===== src/rtl/core/sha256_pkg.sv =====
// Shared types, constants and round functions for the SHA-256 byte stream hasher.
package sha256_pkg;

  localparam int BlockBytes = 64;
  localparam int Rounds     = 64;
  localparam int FillW      = 6;
  localparam int RoundW     = 6;

  localparam logic [7:0] PadByte = 8'h80;

  localparam logic [31:0] ROUND_K [Rounds] = '{
    32'h428a2f98, 32'h71374491, 32'hb5c0fbcf, 32'he9b5dba5, 32'h3956c25b, 32'h59f111f1,
    32'h923f82a4, 32'hab1c5ed5, 32'hd807aa98, 32'h12835b01, 32'h243185be, 32'h550c7dc3,
    32'h72be5d74, 32'h80deb1fe, 32'h9bdc06a7, 32'hc19bf174, 32'he49b69c1, 32'hefbe4786,
    32'h0fc19dc6, 32'h240ca1cc, 32'h2de92c6f, 32'h4a7484aa, 32'h5cb0a9dc, 32'h76f988da,
    32'h983e5152, 32'ha831c66d, 32'hb00327c8, 32'hbf597fc7, 32'hc6e00bf3, 32'hd5a79147,
    32'h06ca6351, 32'h14292967, 32'h27b70a85, 32'h2e1b2138, 32'h4d2c6dfc, 32'h53380d13,
    32'h650a7354, 32'h766a0abb, 32'h81c2c92e, 32'h92722c85, 32'ha2bfe8a1, 32'ha81a664b,
    32'hc24b8b70, 32'hc76c51a3, 32'hd192e819, 32'hd6990624, 32'hf40e3585, 32'h106aa070,
    32'h19a4c116, 32'h1e376c08, 32'h2748774c, 32'h34b0bcb5, 32'h391c0cb3, 32'h4ed8aa4a,
    32'h5b9cca4f, 32'h682e6ff3, 32'h748f82ee, 32'h78a5636f, 32'h84c87814, 32'h8cc70208,
    32'h90befffa, 32'ha4506ceb, 32'hbef9a3f7, 32'hc67178f2
  };

  localparam logic [31:0] INITIAL_H [8] = '{
    32'h6a09e667, 32'hbb67ae85, 32'h3c6ef372, 32'ha54ff53a,
    32'h510e527f, 32'h9b05688c, 32'h1f83d9ab, 32'h5be0cd19
  };

  // Controller to datapath commands.
  typedef struct packed {
    logic       store_byte;  // write in_byte at fill, advance fill and length
    logic       pad_start;   // write 0x80 at fill
    logic       pad_zero;    // write zero at fill
    logic       pad_len;     // write length byte at fill
    logic       round_init;  // load working words from chain
    logic       round_step;  // run one round
    logic       chain_add;   // fold working words into chain
    logic       restart;     // back to the reset state
  } sha256_cmd_t;

  typedef struct packed {
    logic             fill_wrapped; // fill is zero after a store
    logic [FillW-1:0] fill;
    logic             last_round;
  } sha256_sts_t;

  function automatic logic [31:0] ror(input logic [31:0] x, input int n);
    ror = (x >> n) | (x << (32 - n));
  endfunction

endpackage


===== src/rtl/core/sha256_datapath.sv =====
// Schedule window that also buffers the block, round unit, chaining words and length counter.
module sha256_datapath (
  input  logic                   clk,
  input  logic                   rst,
  input  sha256_pkg::sha256_cmd_t cmd,
  input  logic [7:0]             in_byte,
  output sha256_pkg::sha256_sts_t sts,
  output logic [255:0]           digest
);
  import sha256_pkg::*;

  logic [FillW-1:0]  fill;
  logic [63:0]       message_bits;
  logic [31:0]       chain_words [8];
  logic [31:0]       v [8];
  logic [31:0]       w [16];
  logic [RoundW-1:0] round;
  logic [7:0]        wr_byte;
  logic              wr_en;
  logic [2:0]        len_sel;
  logic [1:0]        lane;

  always_comb begin
    len_sel = 3'(~fill[2:0]);
    lane    = ~fill[1:0];
    wr_en   = cmd.store_byte | cmd.pad_start | cmd.pad_zero | cmd.pad_len;
    wr_byte = 8'h00;
    if (cmd.store_byte) wr_byte = in_byte;
    else if (cmd.pad_start) wr_byte = PadByte;
    else if (cmd.pad_len) wr_byte = message_bits[8*len_sel +: 8];
  end

  always_ff @(posedge clk) begin
    if (rst || cmd.restart) begin
      fill <= '0;
      message_bits <= '0;
    end else begin
      if (wr_en) fill <= fill + 1'b1;
      if (cmd.store_byte) message_bits <= message_bits + 64'd8;
    end
  end

  // Schedule: a 16-word window that shifts by one word per round.
  logic [31:0] s0, s1, w_new, t1, t2, sig0, sig1, ch, maj;
  always_comb begin
    s0 = ror(w[1], 7) ^ ror(w[1], 18) ^ (w[1] >> 3);
    s1 = ror(w[14], 17) ^ ror(w[14], 19) ^ (w[14] >> 10);
    w_new = w[0] + s0 + w[9] + s1;
    sig1 = ror(v[4], 6) ^ ror(v[4], 11) ^ ror(v[4], 25);
    ch = (v[4] & v[5]) ^ (~v[4] & v[6]);
    t1 = v[7] + sig1 + ch + ROUND_K[round] + w[0];
    sig0 = ror(v[0], 2) ^ ror(v[0], 13) ^ ror(v[0], 22);
    maj = (v[0] & v[1]) ^ (v[0] & v[2]) ^ (v[1] & v[2]);
    t2 = sig0 + maj;
  end

  // Between compressions the window holds the block bytes, big-endian in each word.
  // Every byte of a block is written before it is compressed.
  always_ff @(posedge clk) begin
    if (wr_en) begin
      w[fill[5:2]][8*lane +: 8] <= wr_byte;
    end else if (cmd.round_step) begin
      for (int i = 0; i < 15; i++) w[i] <= w[i+1];
      w[15] <= w_new;
    end
  end

  always_ff @(posedge clk) begin
    if (cmd.round_init) begin
      for (int i = 0; i < 8; i++) v[i] <= chain_words[i];
    end else if (cmd.round_step) begin
      v[7] <= v[6]; v[6] <= v[5]; v[5] <= v[4]; v[4] <= v[3] + t1;
      v[3] <= v[2]; v[2] <= v[1]; v[1] <= v[0]; v[0] <= t1 + t2;
    end
  end

  always_ff @(posedge clk) begin
    if (rst || cmd.round_init) round <= '0;
    else if (cmd.round_step) round <= round + 1'b1;
  end

  always_ff @(posedge clk) begin
    if (rst || cmd.restart) begin
      for (int i = 0; i < 8; i++) chain_words[i] <= INITIAL_H[i];
    end else if (cmd.chain_add) begin
      for (int i = 0; i < 8; i++) chain_words[i] <= chain_words[i] + v[i];
    end
  end

  assign digest = {chain_words[0], chain_words[1], chain_words[2], chain_words[3],
                   chain_words[4], chain_words[5], chain_words[6], chain_words[7]};
  assign sts.fill = fill;
  assign sts.fill_wrapped = (fill == '0);
  assign sts.last_round = (round == RoundW'(Rounds - 1));
endmodule


===== src/rtl/core/sha256_ctrl.sv =====
// Sequencer for byte intake, compression rounds, padding and digest hand-off.
module sha256_ctrl (
  input  logic                    clk,
  input  logic                    rst,
  input  logic                    in_fire,
  input  logic                    in_valid_byte,
  input  logic                    in_last,
  output logic                    in_ready,
  input  logic                    out_ready,
  output logic                    out_valid,
  input  sha256_pkg::sha256_sts_t sts,
  output sha256_pkg::sha256_cmd_t cmd
);
  import sha256_pkg::*;

  localparam logic [2:0] S_IDLE = 3'd0, S_CHECK = 3'd1, S_INIT = 3'd2, S_ROUND = 3'd3,
                         S_ADD = 3'd4, S_PAD = 3'd5, S_OUT = 3'd6;

  logic [2:0] state, state_next;
  logic pad_mode, pad_mode_next;   // finishing a message
  logic pad_begun, pad_begun_next; // the 0x80 byte is written
  logic len_block, len_block_next; // this padded block carries the length
  logic item_last, item_last_next;
  logic byte_stored;               // the word just taken carried a byte

  always_ff @(posedge clk) begin
    if (rst) begin
      state <= S_IDLE; pad_mode <= 1'b0; pad_begun <= 1'b0;
      len_block <= 1'b0; item_last <= 1'b0;
    end else begin
      state <= state_next; pad_mode <= pad_mode_next; pad_begun <= pad_begun_next;
      len_block <= len_block_next; item_last <= item_last_next;
    end
  end

  always_ff @(posedge clk) begin
    if (rst) byte_stored <= 1'b0;
    else if (state == S_IDLE) byte_stored <= in_fire && in_valid_byte;
  end

  assign in_ready = (state == S_IDLE);
  assign out_valid = (state == S_OUT);

  always_comb begin
    state_next = state; pad_mode_next = pad_mode; pad_begun_next = pad_begun;
    len_block_next = len_block; item_last_next = item_last;
    cmd = '0;
    unique case (state)
      S_IDLE: begin
        if (in_fire) begin
          cmd.store_byte = in_valid_byte;
          item_last_next = in_last;
          state_next = S_CHECK;
        end
      end
      S_CHECK: begin
        // A stored byte that fills the block is compressed before anything else.
        if (byte_stored && sts.fill_wrapped) begin
          state_next = S_INIT;
        end else if (item_last) begin
          pad_mode_next = 1'b1; state_next = S_PAD;
        end else begin
          state_next = S_IDLE;
        end
      end
      S_PAD: begin
        if (!pad_begun) begin
          cmd.pad_start = 1'b1; pad_begun_next = 1'b1;
          // With the 0x80 byte at 55, the length still fits in this block.
          if (sts.fill == 6'd55) len_block_next = 1'b1;
          if (sts.fill == 6'd63) state_next = S_INIT;
        end else if (sts.fill >= 6'd56 && len_block) begin
          cmd.pad_len = 1'b1;
          if (sts.fill == 6'd63) state_next = S_INIT;
        end else if (sts.fill >= 6'd56 && !len_block && sts.fill != 6'd0) begin
          cmd.pad_zero = 1'b1;
          if (sts.fill == 6'd63) state_next = S_INIT;
        end else begin
          if (sts.fill == 6'd0 && !len_block) len_block_next = 1'b1;
          else cmd.pad_zero = 1'b1;
          if (sts.fill == 6'd55) len_block_next = 1'b1;
        end
      end
      S_INIT: begin
        cmd.round_init = 1'b1; state_next = S_ROUND;
      end
      S_ROUND: begin
        cmd.round_step = 1'b1;
        if (sts.last_round) state_next = S_ADD;
      end
      S_ADD: begin
        cmd.chain_add = 1'b1;
        if (!pad_mode) begin
          state_next = item_last ? S_PAD : S_IDLE;
          pad_mode_next = item_last;
        end else if (len_block) state_next = S_OUT;
        else state_next = S_PAD;
      end
      S_OUT: begin
        if (out_ready) begin
          cmd.restart = 1'b1; state_next = S_IDLE;
          pad_mode_next = 1'b0; pad_begun_next = 1'b0; len_block_next = 1'b0;
          item_last_next = 1'b0;
        end
      end
      default: state_next = S_IDLE;
    endcase
  end

  a_out_only_in_out: assert property (@(posedge clk) disable iff (rst)
    out_valid |-> !in_ready) else $error("input open while digest pending");
  a_round_after_init: assert property (@(posedge clk) disable iff (rst)
    cmd.round_init |=> state == S_ROUND) else $error("rounds did not follow init");
  a_restart_clears: assert property (@(posedge clk) disable iff (rst)
    cmd.restart |=> state == S_IDLE && !pad_mode) else $error("restart failed");
endmodule


===== src/rtl/core/sha256_byte_stream_hasher.sv =====
// Top level of the SHA-256 byte stream hasher.
// Bytes enter one word per handshake; each word is checked before the next is
// taken. The 64th byte of a block starts 64 compression rounds on one shared
// round unit, and no input is taken while they run. A last word pads the block
// one byte at a time and runs one or two further compressions before the digest
// appears on the output; the next message is taken once the digest word is accepted.
module sha256_byte_stream_hasher (
  input  logic         clk,
  input  logic         rst,
  input  logic         s_axis_tvalid,
  output logic         s_axis_tready,
  input  logic [7:0]   s_axis_tdata,  // data_byte
  input  logic         s_axis_tlast,  // last
  input  logic         s_axis_tuser,  // byte_valid
  output logic         m_axis_tvalid,
  input  logic         m_axis_tready,
  output logic [255:0] m_axis_tdata   // digest_part0, part1, part2, part3 from low bits
);
  import sha256_pkg::*;

  sha256_cmd_t  cmd;
  sha256_sts_t  sts;
  logic [255:0] digest;

  sha256_ctrl u_ctrl (
    .clk, .rst,
    .in_fire(s_axis_tvalid && s_axis_tready),
    .in_valid_byte(s_axis_tuser),
    .in_last(s_axis_tlast),
    .in_ready(s_axis_tready),
    .out_ready(m_axis_tready),
    .out_valid(m_axis_tvalid),
    .sts, .cmd
  );

  sha256_datapath u_dp (
    .clk, .rst, .cmd, .in_byte(s_axis_tdata), .sts, .digest
  );

  assign m_axis_tdata = {digest[63:0], digest[127:64], digest[191:128], digest[255:192]};
endmodule


===== config.mk =====
export PLATFORM = sky130hd
export DESIGN_NAME = sha256_byte_stream_hasher
export DESIGN_NICKNAME = d
export VERILOG_FILES = /design/src/rtl/core/sha256_pkg.sv /design/src/rtl/core/sha256_datapath.sv /design/src/rtl/core/sha256_ctrl.sv /design/src/rtl/core/sha256_byte_stream_hasher.sv
export SDC_FILE = /design/constraint.sdc
export NUM_CORES = 2
export LEC_CHECK = 0
export BUFFER_PORTS_ARGS = -buffer_cell sky130_fd_sc_hd__buf_4
export CORE_MARGIN = 10
export CORE_UTILIZATION = 49
export DETAILED_ROUTE_END_ITERATION = 7
export GPL_TIMING_DRIVEN = 0
export PLACE_DENSITY = 0.66
export SETUP_SLACK_MARGIN = 0.4
export SKIP_LAST_GASP = 1
export SLEW_MARGIN = 10
export SYNTH_ARGS = -nofsm -noshare
export SYNTH_HDL_FRONTEND = slang
export SYNTH_SLANG_ARGS = --single-unit

===== constraint.sdc =====
create_clock -name clk -period 22.6 [get_ports clk]
set_input_delay 1.13 -clock clk [delete_from_list [all_inputs] [get_ports clk]]
set_output_delay 1.13 -clock clk [all_outputs]
set_load 0.02 [all_outputs]

; Word level (Yosys, flattened, before mapping)
; Memories as Yosys holds them, arrays and structs flattened.
; Cells that the tools add are included.
[word_totals]
regBits = 84
latchBits = 0
mem_bits_rw = 1024
rom_bits = 2048
input_bits = 14
out_inout_bits = 258
elab_cells = 209
memories = 4
[op_classes]
add_sub_neg = 22
multipliers = 0
div_mod_pow = 0
order_cmp = 2
n_eq_ne = 19
shifts = 3
muxes = 79
bitwise = 49
reduce_logical = 22
[memory_table]
columns = memory, words, width, rd, rd_ports_with_merged_regs, wr, line_no
row1 = (name not given), 64, 32, 1, 0, 0, sha256_datapath.sv:51  ; t1 = v[7] + sig1 + ch + ROUND_K[round] + w[0];
row2 = u_dp.w, 16, 32, 16, 0, 16, sha256_datapath.sv:16  ; logic [31:0] w [16];
row3 = u_dp.chain_words, 8, 32, 8, 0, 8, sha256_datapath.sv:14  ; logic [31:0] chain_words [8];
row4 = u_dp.v, 8, 32, 8, 0, 8, sha256_datapath.sv:15  ; logic [31:0] v [8];
[ops]
columns = op, n
row1 = 2-to-1 mux 32 bit, 21
row2 = adder 32 bit, 18
row3 = bitwise XOR 32 bit, 9
row4 = AND 32 bit, 5
row5 = adder 64 x 4 -> 64 bit (second input constant), 1
row6 = indexed part select 64 x 7 -> 8 bit, 1
row7 = 2-to-1 mux 1 bit, 36
row8 = negation 5 -> 34 bit, 1
row9 = variable shift 8 x 34 -> 32 bit (first input constant), 1
row10 = indexed part select 8 x 34 -> 32 bit, 1
row11 = 2-to-1 mux 3 bit, 11
row12 = inverter 32 bit, 1
row13 = bitwise OR 10 x 32 -> 32 bit, 1
row14 = bitwise OR 13 x 32 -> 32 bit, 1
row15 = bitwise OR 14 x 32 -> 32 bit, 1
row16 = bitwise OR 15 x 32 -> 32 bit, 1
row17 = bitwise OR 19 x 32 -> 32 bit, 1
row18 = bitwise OR 21 x 32 -> 32 bit, 1
row19 = bitwise OR 25 x 32 -> 32 bit, 1
row20 = bitwise OR 26 x 32 -> 32 bit, 1
row21 = bitwise OR 30 x 32 -> 32 bit, 1
row22 = bitwise OR 7 x 32 -> 32 bit, 1
row23 = OR reduction 32 bit, 1
row24 = bitwise XOR 32 x 22 -> 32 bit, 1
row25 = 35 further kinds, 78

; Longest topological paths before layout
[logic_depth]
word_depth = 14
ltp_mapped = 44
mapped_depth_nobuf = 41

; By module
; From an unflattened synthesis, not the netlist that was laid out.
[hier_totals]
hier_cells = 6971
hier_area_um2 = 71982.8
[by_module_without_submodules]
columns = mod, n_inst, cells_per_inst, area_each_um2, seq_area_each_um2
row1 = sha256_datapath, 1, 6884, 71307.1, 32210.9
row2 = sha256_ctrl, 1, 86, 669.4, 160.2
row3 = sha256_byte_stream_hasher, 1, 1, 6.3, 0.0

; Worst setup path before layout
; OpenSTA, ideal clock, no wires.
[synth_path]
kind = reg-to-reg
from = register u_ctrl.state[0]
to = memory u_dp.chain_words[0][0], enable pin
setup_ns = 1.227
arrival_time_ns = 18.401
required_ns = 21.373
setup_slack_ns = 2.972
path_stages_with_launch = 4
path_buffers = 0
period_less_slack_ns = 19.628
cell_sequence = dfxtp_1 > inv_2 > nand2_1 > o21ai_0
[synth_rtl]
columns = item, line_no
row1 = start: declaration, sha256_ctrl.sv:19  ; logic [2:0] state, state_next;
row2 = start signal: assignment, sha256_ctrl.sv:31  ; state <= state_next; pad_mode <= pad_mode_next; pad_begun <= pad_begun_next;
row3 = end: declaration, sha256_datapath.sv:14

==> PnR_summary.wiki <==
{| class="wikitable"
! Metric !! Value
|-
| Outcome || finished with violations
|-
| Violations in the final reports || design-rule violations
|-
| Global-route wire length before repair || approximately 390000 um
|-
| Via count of the first global-routing pass || ~55k
|-
| Number of unique standard cell types used by synthesis || 106
|-
| Overall global routing resource usage || 0.331
|-
| Final critical-path setup slack || approximately 10 ns
|-
| Max Clock Skew || ~0.047 ns
|-
| Htree depth || 4
|-
| Die width || approximately 400 um
|-
| Maximum operating frequency || about 80 MHz
|-
| Number of failing hold endpoints at the final stage || 0
|-
| Register area || roughly 0.032 mm^2
|-
| Area fraction of the dominant cell type after synthesis || 0.433
|-
| Normalized max-slew margin || 0.0425
|-
| Resized Gates After CTS || 0
|-
| HPWL reported at the end of detailed placement || 217000 um
|-
| Drt first pass iters || 8
|-
| CTS Root Cell || clkbuf_16
|-
| Cts bufs inserted || between 100 and 150
|-
| Worst Hold Class || flop to flop
|-
| Cell types with the largest area share after synthesis || edfxtp_1 43%, ha_1 7.0%, a21o_1 7.0%, fa_1 5.5%, nand2_1 5.3%
|-
| Number of violations reported at the end of detailed-routing iteration 0 || between 7k and 8k
|-
| Number of instances in the placed design || around 9k
|-
| Number of top-level pins || 272
|-
| Routed wire length || between 200000 and 300000 um
|-
| Number of flops mapped to enable cells by yosys || 1024
|-
| Worst VDD drop || approximately 76 uV
|-
| Nets in the synthesized netlist || approximately 7.5k
|-
| Post-synthesis average cell area || 10.4 um^2
|-
| Category of the critical setup timing path || flop to flop
|-
| Non-filler instance count after layout || approximately 9.3k
|-
| Vias per Instance || slightly above 6
|-
| Setup Fix Bufs, Post-CTS || 0
|-
| Setup TNS after final layout || 0 ns
|-
| Minimum setup slack after placement || around 10 ns
|-
| Synthesized netlist cell count || just under 7k
|-
| Transition time at the pin with the least slew margin || 1.43 ns
|-
| Post-CTS Hold Buffers || 0
|-
| Crit end category || flop
|-
| # fillers || 12.5k
|-
| Post-synth ARST share || 0
|-
| Antenna violations before repair || 7
|-
| Share of final-layout standard cells stronger than drive strength 1 || 0.0874
|-
| Area added between synthesis and finish || 13.6%
|-
| Buffers on Ports || 271
|-
| Clock network latency to the later pin of the worst-skew pair || slightly above 0.8 ns
|-
| Count of clock tree sinks || about 1.1k
|-
| Routed wirelength normalized by instance count || 29.6 um
|-
| Final nets || slightly below 8k
|-
| Maximum number of pins on one net before global-route repair || 31
|-
| Count of yosys warnings during synthesis || 0
|-
| Combined area of all synthesized cells || 0.0711 mm^2
|-
| Power per cell area || between 90 and 100 mW/mm^2
|-
| Number of cell rows || between 100 and 150
|-
| Final count of pins violating max slew || 0
|-
| Cell accounting for the most synthesized area || edfxtp_1
|-
| Synth Flop Type || edfxtp_1
|-
| CP Launch Type || flop
|-
| DRC || 1
|-
| Critical path's top delay family || compound AO/OA/AOI/OAI gates
|-
| Critical-path top delay cell || xor2_1
|-
| Placeable core area || 0.144 mm^2
|-
| Area taken by multi-input logic gates || roughly 0.036 mm^2
|-
| Hold slack || between 0.5 and 0.6 ns
|-
| Post-route minimum period || 12.55 ns
|-
| Global route total overflow || 0
|-
| Setup violators final || 0
|-
| Clock slew at the register clock pins of the worst setup and hold paths || approximately 0.06 ns
|-
| Biggest cell delay along the critical path || roughly 0.67 ns
|-
| Part of the cycle the worst path needs || 0.555
|-
| Seq/Total Area, Yosys || 0.456
|-
| Die area || 0.161 mm^2
|-
| Buf/Inv on CP || 9
|-
| Die Span Y || approximately 400 um
|-
| Setup repair after global routing missed its margin || no
|-
| Arrival time at the worst endpoint || 13.08 ns
|-
| Max-cap violation count || 0
|-
| GP Congestion || 1.04
|-
| TritonCTS clock tree || done
|-
| Synth Register Bits || roughly 1.1k
|-
| Leakage power || 34.8 nW
|-
| Final antenna-violating net count || 0
|-
| Starting Density || 0.494
|-
| Routed vias || 57.9k
|-
| CP max FO || 15
|-
| Maximum buffer depth of the clock tree || 3
|-
| CP most frequent cell || inv_1
|-
| Endpoint required time on the critical path || 23.13 ns
|}
==> final cells by class <==
cell class | count | share of cell area
multi-input combinational | 5097 | 0.449
sequential | 1105 | 0.401
clock buffer | 156 | 0.0423
timing repair buffer | 311 | 0.0337
tap | 1903 | 0.0295
buffer | 352 | 0.0171
clock inverter | 83 | 0.0135
inverter | 289 | 0.0134
antenna | 6 | 0.000186
==> path summary, 6_finish.rpt <==
path	from	end	slack (ns)	cells past startpoint
setup reg to reg	u_dp.round[0]	u_dp.v[0][29]	10.05	42
setup / recovery	u_dp.round[0]	u_dp.v[0][29]	10.05	42
hold reg to reg	u_dp.w[10][21]	u_dp.w[9][21]	0.50	1
hold / removal	u_dp.w[10][21]	u_dp.w[9][21]	0.50	1
==> cell usage after synthesis (8+ instances only) <==
cell type / n
nor3_1: 91
and2_1: 22
or3_1: 51
a21o_1: 661
nor2b_1: 63
o31ai_1: 29
mux4_2: 17
nor3b_1: 9
a31oi_1: 44
a211oi_1: 48
dfxtp_1: 81
o21ai_0: 381
maj3_1: 22
fa_1: 195
xnor2_1: 380
nand3_1: 99
o21a_1: 60
and4_1: 9
a2111oi_0: 8
o211ai_1: 21
xor2_1: 225
a221oi_1: 17
a211o_1: 9
ha_1: 399
inv_1: 284
nand4_1: 28
mux2i_1: 22
nor2_1: 371
o2111ai_1: 8
a21oi_1: 379
clkbuf_1: 317
and3_1: 49
a41oi_1: 8
mux2_2: 28
o22ai_1: 30
edfxtp_1: 1024
nand2b_1: 70
o21ai_1: 14
a311oi_1: 14
or2_2: 19
buf_1: 26
nand2_1: 1012
a21boi_0: 10
o21bai_1: 42
==> metal layers <==
layer / global-route usage / routed length [um] / vias up
met5: 0 / 32 / -
met4: 0.151 / 14300 / 4
met3: 0.0767 / 30600 / 559
met2: 0.494 / 118000 / 3290
met1: 0.455 / 112000 / 28600
li1: - / - / 25400
==> state kept, by name, indices dropped and copies added (netlist names), 3 cells and up <==
| signal | cells |
|---|---|
| u_dp.round | 6 |
| u_dp.w | 512 |
| u_dp.v | 256 |
| u_dp.message_bits | 61 |
| u_dp.chain_words | 256 |
| u_dp.fill | 6 |
| u_ctrl.state | 3 |
==> cells in the final DEF (no fill, tap or decap), types with 60 or more instances in the layout <==
cell type and count:
nand2b_1 70, a21oi_1 372, xor2_1 225, inv_1 284
nor2b_1 62, fa_1 195, buf_4 279, nor2_1 371
clkbuf_16 132, clkbuf_1 333, nand3_1 99, xnor2_1 380
ha_1 399, edfxtp_1 1024, dfxtp_1 81, nor3_1 91
o21a_1 60, a21o_1 661, nand2_1 1012, o21ai_0 335
==> stage by stage <==
stage	util	power, mW	area [um^2]
5_1_grt	0.561	7.73	80700
3_3_place_gp	0.525	5.18	75500
2_1_floorplan	-	4.37	71100
6_report	0.561	7.41	80700
4_1_cts	0.561	7.36	80700
3_5_place_dp	0.530	5.16	76200
==> worst reg2reg max path: cells and delay by family, from the launching register on <==
family	cells	cell delay [ns]
adder cells (fa/ha/maj)	8	3.45
flip-flops	1	0.52
AO/OA/AOI/OAI	16	3.88
buffers and inverters	9	2.28
XOR/XNOR	2	0.84
AND/OR/NAND/NOR	7	1.31
==> where the power goes <==
group	total, mW	internal (mW)	switching, mW
sequential	2.46	2.34	0.117
combinational	2.74	1.06	1.68
clock	2.21	1.25	0.967
==> kinds of logic after synthesis <==
| family | count (synthesis) | share of synthesized area |
|---|---|---|
| AOI/OAI and AO/OA | 1875 | 0.174 |
| xor gates and xnor gates | 605 | 0.0746 |
| adders and majority gates | 616 | 0.128 |
| buffers and inverters | 641 | 0.0346 |
| DFF | 1105 | 0.456 |
| muxes | 67 | 0.0129 |
| and+or+nand+nor | 1934 | 0.120 |
Power figures use the tool's default switching activity.
